`src/hdl/gclw_pkg.sv`:
```
package gclw_pkg;

  localparam int unsigned MaxDims     = 4;
  localparam int unsigned MaxPoints   = 64;
  localparam int unsigned CoordBits   = 32;
  localparam int unsigned FracBits    = 16;
  localparam int unsigned IdxBits     = $clog2(MaxPoints);
  localparam int unsigned DimBits     = $clog2(MaxDims);
  localparam int unsigned AddrBits    = IdxBits + DimBits;
  localparam int unsigned WeightBits  = FracBits + 1;
  localparam int unsigned CntBits     = IdxBits + 1;
  localparam int unsigned NumBits     = CoordBits + 1;
  localparam int unsigned DividendBits = NumBits + FracBits;

  // input item: tdata bit layout (mode in tuser)
  localparam int unsigned InDataBits  = 2 + 6 + 32 * 5;
  // output item tdata: status, corner, weight, 4 base indices
  localparam int unsigned OutDataBits = 48;

  // register indexes
  localparam logic [2:0] RegDims = 3'd0;
  localparam logic [2:0] RegPts0 = 3'd1;
  localparam logic [2:0] RegPts3 = 3'd4;

  localparam logic ModeLoad  = 1'b0;
  localparam logic ModeQuery = 1'b1;

  // request to the divider
  typedef struct packed {
    logic                    start;
    logic [DividendBits-1:0] num;
    logic [NumBits-1:0]      den;
  } div_req_t;

  typedef struct packed {
    logic                done;
    logic [WeightBits-1:0] weight;
  } div_rsp_t;

endpackage

```
`src/hdl/gclw_div.sv`:
```
// restoring divider, one quotient bit per cycle, saturated to one
module gclw_div (
  input  logic              clk_i,
  input  logic              rst_ni,
  input  gclw_pkg::div_req_t req_i,
  output gclw_pkg::div_rsp_t rsp_o
);
  localparam int unsigned DB = gclw_pkg::DividendBits;
  localparam int unsigned NB = gclw_pkg::NumBits;

  logic [DB-1:0] quo_q, quo_d;
  logic [NB:0]   rem_q, rem_d;
  logic [NB-1:0] den_q, den_d;
  logic [$clog2(DB+1)-1:0] cnt_q, cnt_d;
  logic busy_q, busy_d, done_q, done_d;
  logic [NB:0] trial;

  // one step of the shift and subtract
  always_comb begin
    quo_d = quo_q; rem_d = rem_q; den_d = den_q; cnt_d = cnt_q;
    busy_d = busy_q; done_d = 1'b0;
    trial = {rem_q[NB-1:0], quo_q[DB-1]};
    if (req_i.start) begin
      quo_d = req_i.num; rem_d = '0; den_d = req_i.den;
      cnt_d = ($clog2(DB+1))'(DB); busy_d = 1'b1;
    end else if (busy_q) begin
      quo_d = {quo_q[DB-2:0], 1'b0};
      if (trial >= {1'b0, den_q}) begin
        rem_d = trial - {1'b0, den_q};
        quo_d[0] = 1'b1;
      end else begin
        rem_d = trial;
      end
      cnt_d = cnt_q - 1'b1;
      if (cnt_q == ($clog2(DB+1))'(1)) begin
        busy_d = 1'b0; done_d = 1'b1;
      end
    end
  end

  always_ff @(posedge clk_i or negedge rst_ni) begin
    if (!rst_ni) begin
      busy_q <= 1'b0; done_q <= 1'b0; cnt_q <= '0;
    end else begin
      busy_q <= busy_d; done_q <= done_d; cnt_q <= cnt_d;
    end
  end

  always_ff @(posedge clk_i) begin
    quo_q <= quo_d; rem_q <= rem_d; den_q <= den_d;
  end

  // saturate at one
  always_comb begin
    rsp_o.done = done_q;
    if (quo_q > DB'(1 << gclw_pkg::FracBits))
      rsp_o.weight = gclw_pkg::WeightBits'(1 << gclw_pkg::FracBits);
    else
      rsp_o.weight = quo_q[gclw_pkg::WeightBits-1:0];
  end
endmodule

```
`config.mk`:
```
export PLATFORM = sky130hd
export DESIGN_NAME = gclw_div
export DESIGN_NICKNAME = d
export VERILOG_FILES = /design/src/hdl/gclw_pkg.sv /design/src/hdl/gclw_div.sv
export SDC_FILE = /design/constraint.sdc
export NUM_CORES = 1
export LEC_CHECK = 0
export BUFFER_PORTS_ARGS = -buffer_cell sky130_fd_sc_hd__buf_2
export CORE_MARGIN = 1.5
export CORE_UTILIZATION = 35
export CTS_CLUSTER_DIAMETER = 30
export DETAILED_ROUTE_END_ITERATION = 8
export SYNTH_ARGS = -nofsm -noshare
export SYNTH_HDL_FRONTEND = slang
export SYNTH_SLANG_ARGS = --single-unit
```
`constraint.sdc`:
```
create_clock -name clk_i -period 2.7 [get_ports clk_i]
set_clock_uncertainty 0.05 [all_clocks]
set_input_delay 0.81 -clock clk_i [delete_from_list [all_inputs] [get_ports clk_i]]
set_output_delay 0.81 -clock clk_i [all_outputs]
set_load 0.01 [all_outputs]
```
# == Word-level counts from Yosys, hierarchy flattened ==
# Index checks and enable logic that the tools add are counted.
# totals
wordCells,25
in_bits,85
regBits,123
# classes
add_sub_neg,2
muxes,13
reduce_logical,1
magnitude_cmp,2
eq_ne,1
# op_table
cell,count
$mux W49,2
$gt A49 B17 Y1 const B,1
$ge A34 B33 Y1,1
$mux W33,1
$sub A33 B33 Y33,1
$mux W17,1
$mux W6,2
$mux W1,7
$eq A6 B1 Y1 const B,1
$sub A6 B1 Y6 const B,1
$reduce_bool A2 Y1,1

# == Depth between registers and ports, before layout ==
# depth
word_depth,4
mapped_depth,14
mapped_depth_nobuf,12

# == Least setup slack after synthesis ==
# Ideal clock, no wire load.
# synth_path
path_type,input to register
start,in req_i[82] in the netlist's numbering
end,"reg quo_q[0], enable pin"
path_slack_ps,-75
path_stages,4
t_arrival_ps,2322
setup_time_ps,403
cell_sequence,clkbuf_1 > nor2_1 > clkbuf_1 > inv_1
# synth_between
elab_chain_len,1
# synth_rtl
item,line_no,rtl
start: declaration,gclw_div.sv:5,"input gclw_pkg::div_req_t req_i,"
$reduce_bool A2 Y1 (no source line),-,
end signal: assignment,gclw_div.sv:50,quo_q <= quo_d; rem_q <= rem_d; den_q <= den_d;
end: declaration,gclw_div.sv:11,"logic [DB-1:0] quo_q, quo_d;"
# No other way between the ends.
# A chain may end at the register's enable or synchronous reset.

==> metrics.md <==
| Metric | Value |
|---|---|
| Clock root cell | clkbuf_16 |
| Critical Path Fanout Max | 5 |
| Top_reg_cell synth | edfxtp_1 |
| Slew Viols, Final | 0 |
| Chip Width | approximately 150 µm |
| Post-Route WL | roughly 18000 µm |
| Syn_area_per_cell | 10.7 µm² |
| Max incr delay on CP | 400 ps |
| Crit. End Element | output port |
| Largest net degree at the start of global routing | 82 |
| Dpl ws | -171 ps |
| Drt pass-1 iters | 4 |
| Failing checks | setup timing |
| Hold Path Class | in2async |
| Slowest library cell on the worst path | edfxtp_1 |
| All-layer global routing usage | 16.9% |
| Tmin final | 3040 ps |
| Core outline area | 19700 µm² |
| Initial detailed-routing violation count | 217 |
| Final nets | 973 |
| Worst-path clk slew | around 60 ps |
| Clk buf depth | 2 |
| Total gr overflow | 0 |
| Die height | 146 µm |
| Number of antenna violations at the first check in global routing | 3 |
| Leakage power | ~4 nW |
| Layout area overhead | 38.7% |
| Status | complete, but fails checks |
| Die ar. | approximately 21000 µm² |
| Layout cell share with drive strength beyond 1 | between 40% and 50% |
| Synthesis-stage register bit count | 123 |
| Fmax | 0.329 GHz |
| Max-cap viol count | 0 |
| Worst reg2reg endpoint | rem_q[0] |
| Syn. warnings | 0 |
| Top delay family on crit path | simple AND/OR/NAND/NOR gates |
| Commonest cells after routing, fill and taps aside | buf_2 (91), edfxtp_1 (82), buf_4 (76) |
| Asr flop ratio synth | 6.50% |
| Worst slew margin | 64.1% |
| Top Ports | a little over 100 |
| Peak supply drop | 0.459 mV |
| Via/cell ratio | 5.09 |
| Setup crit start kind | register |
| TNS Setup | -5650 ps |
| Initial Util | 36.1% |
| Final hold vios | 0 |
| Detail Route Antenna Nets | 0 |
| Port bufs | 102 |
| Clock sink total | 123 |
| Crit path kind | reg2out |
| Critical Path AT | 2180 ps |
| Synthesized instance count | approximately 660 |
| Final worst-path cycle share | 113% |
| Vias in the first global route | 5754 |
| Fin cells | 1132 |
| First-pass GRT wire length | 28700 µm |
| Setup ws final | -344 ps |
| Crit path top cell by count | buf_4 |
| Vias | 5761 |
| Fillers | 1798 |
| RSZ-0062 raised after global routing | true |
| Cells after DPL | about 1100 |
| Data required, critical path | approximately 1800 ps |
| Seq/Total Area, Yosys | 46.7% |
| Worst r2r src | quo_q[48] |
| Cell area after synthesis | 7110 µm² |
| Final HPWL DP | 12200 µm |
| Most common cell after layout, fill and taps aside | buf_2 |
| Total power | between 6 and 7 mW |
| Power Density | around 700 nW/µm² |
| Worst reg2reg path depth | 14 |
| Setup violators final | 28 |
| Num CTS Buffers | 17 |
| Synth unique cells | 65 |
| R2r setup slk | -60 ps |
| CTS tree | yes |
| Average wire per standard cell | 15.7 µm |
| Post-route DRC violation count | 0 |
| CTS H-tree lvls | 4 |
| Worst path bufs/invs | 3 |
| Clock Latency Late Sink | 430 ps |
| Routability congestion estimate | 0.786 |
| Post-synth EDFFs | 82 |
| Syn_nets | 785 |
| Crit path cell chain | nor4_2 -> buf_4 -> nand4_1 -> a211oi_2 -> buf_4 -> and2_1 -> buf_2 |
| Worst-Margin Slew | 538 ps |
| Final Util | 50.1% |
| Row cnt | slightly above 50 |
## Yosys cell counts (6+ instances only)
master,count,area [µm²]
and3_1,7,43.8
dfrtp_1,8,200
nand3_1,13,65.1
nand4_1,6,37.5
mux2_2,50,563
nand2b_1,7,43.8
and2_1,21,131
clkbuf_1,15,56.3
a21o_1,11,82.6
nand2_1,40,150
xnor2_1,16,140
a311oi_1,10,87.6
o21a_1,6,45.0
edfxtp_1,82,2460
a21oi_1,32,160
dfxtp_1,33,661
nor2_1,49,184
mux2i_1,15,150
o21ai_0,22,110
a32oi_1,6,52.6
nor3_1,13,65.1
xor2_1,7,61.3
or3_1,7,43.8
nor4_1,16,100
inv_1,44,165
ha_1,35,438
a211oi_1,16,120
## kinds of logic (layout without fill, tap and decap cells)
logic type / after synthesis / count (layout) / synth area share (%)
AND/OR/NAND/NOR: 198 / 198 / 14.5
AO/OA/AOI/OAI: 147 / 147 / 15.4
flip-flops: 123 / 123 / 46.7
buffers and inverters: 72 / 273 / 4.13
multiplexers: 65 / 65 / 10.0
adder cells (fa/ha/maj): 36 / 36 / 6.44
XOR/XNOR: 23 / 23 / 2.83
other: 0 / 2 / 0
## what timing repair did
item                                    CTS  global route
gates cloned                              0             2
endpoints found under the setup margin   35            49
hold buffers                              0             0
resized for setup                        27           114
buffers inserted                          2            12
pin swaps                                17            47
## per-stage QoR
| step | cell area (µm²) | hold WS, ps |
|---|---|---|
| 2_1_floorplan | 7120 | 403 |
| 3_3_place_gp | 8520 | 430 |
| 3_5_place_dp | 8520 | 436 |
| 4_1_cts | 9220 | 159 |
| 5_1_grt | 9870 | 167 |
| 6_report | 9870 | 166 |
## sequential cells by signal, summed over array words and instances (netlist names)
| name | count |
|---|---|
| rem_q | 33 |
| cnt_q | 6 |
| quo_q | 49 |
| den_q | 33 |
| busy_q | 1 |
| done_q | 1 |
## layer usage
metal	global-route usage (%)	wire, µm	up-vias
li1	-	-	2870
met1	22.1	8170	2765
met2	26.6	8460	104
met3	5.05	911	20
met4	5.82	233	2
met5	0	13	-
## final cells by class
class	instances	area, µm²	share of cell area [%]
Sequential cell	123	3320	33.7
Clock buffer	18	429	4.35
Multi-Input combinational cell	469	4020	40.7
Inverter	44	169	1.71
Antenna cell	2	5.00	0.0507
Timing Repair Buffer	197	1430	14.5
Tap cell	265	332	3.36
Clock inverter	14	160	1.62
## where the power goes
part           total, mW  switching [mW]  internal [mW]
Clock               2.30           0.919           1.38
Combinational       2.21            1.05           1.16
Sequential          2.44           0.185           2.26
## worst max path at each step
stage,from,endpoint,slack [ps],cells past startpoint
floorplan,quo_q[48],quo_q[0],10,12
global placement,den_q[25],rem_q[11],-50,10
detailed placement,quo_q[48],rem_q[0],-170,14
CTS,quo_q[41],rsp_o[7],-380,7
global route,quo_q[38],rsp_o[10],-520,7
finish,quo_q[38],rsp_o[7],-340,7
Power figures use the tool's default switching activity.
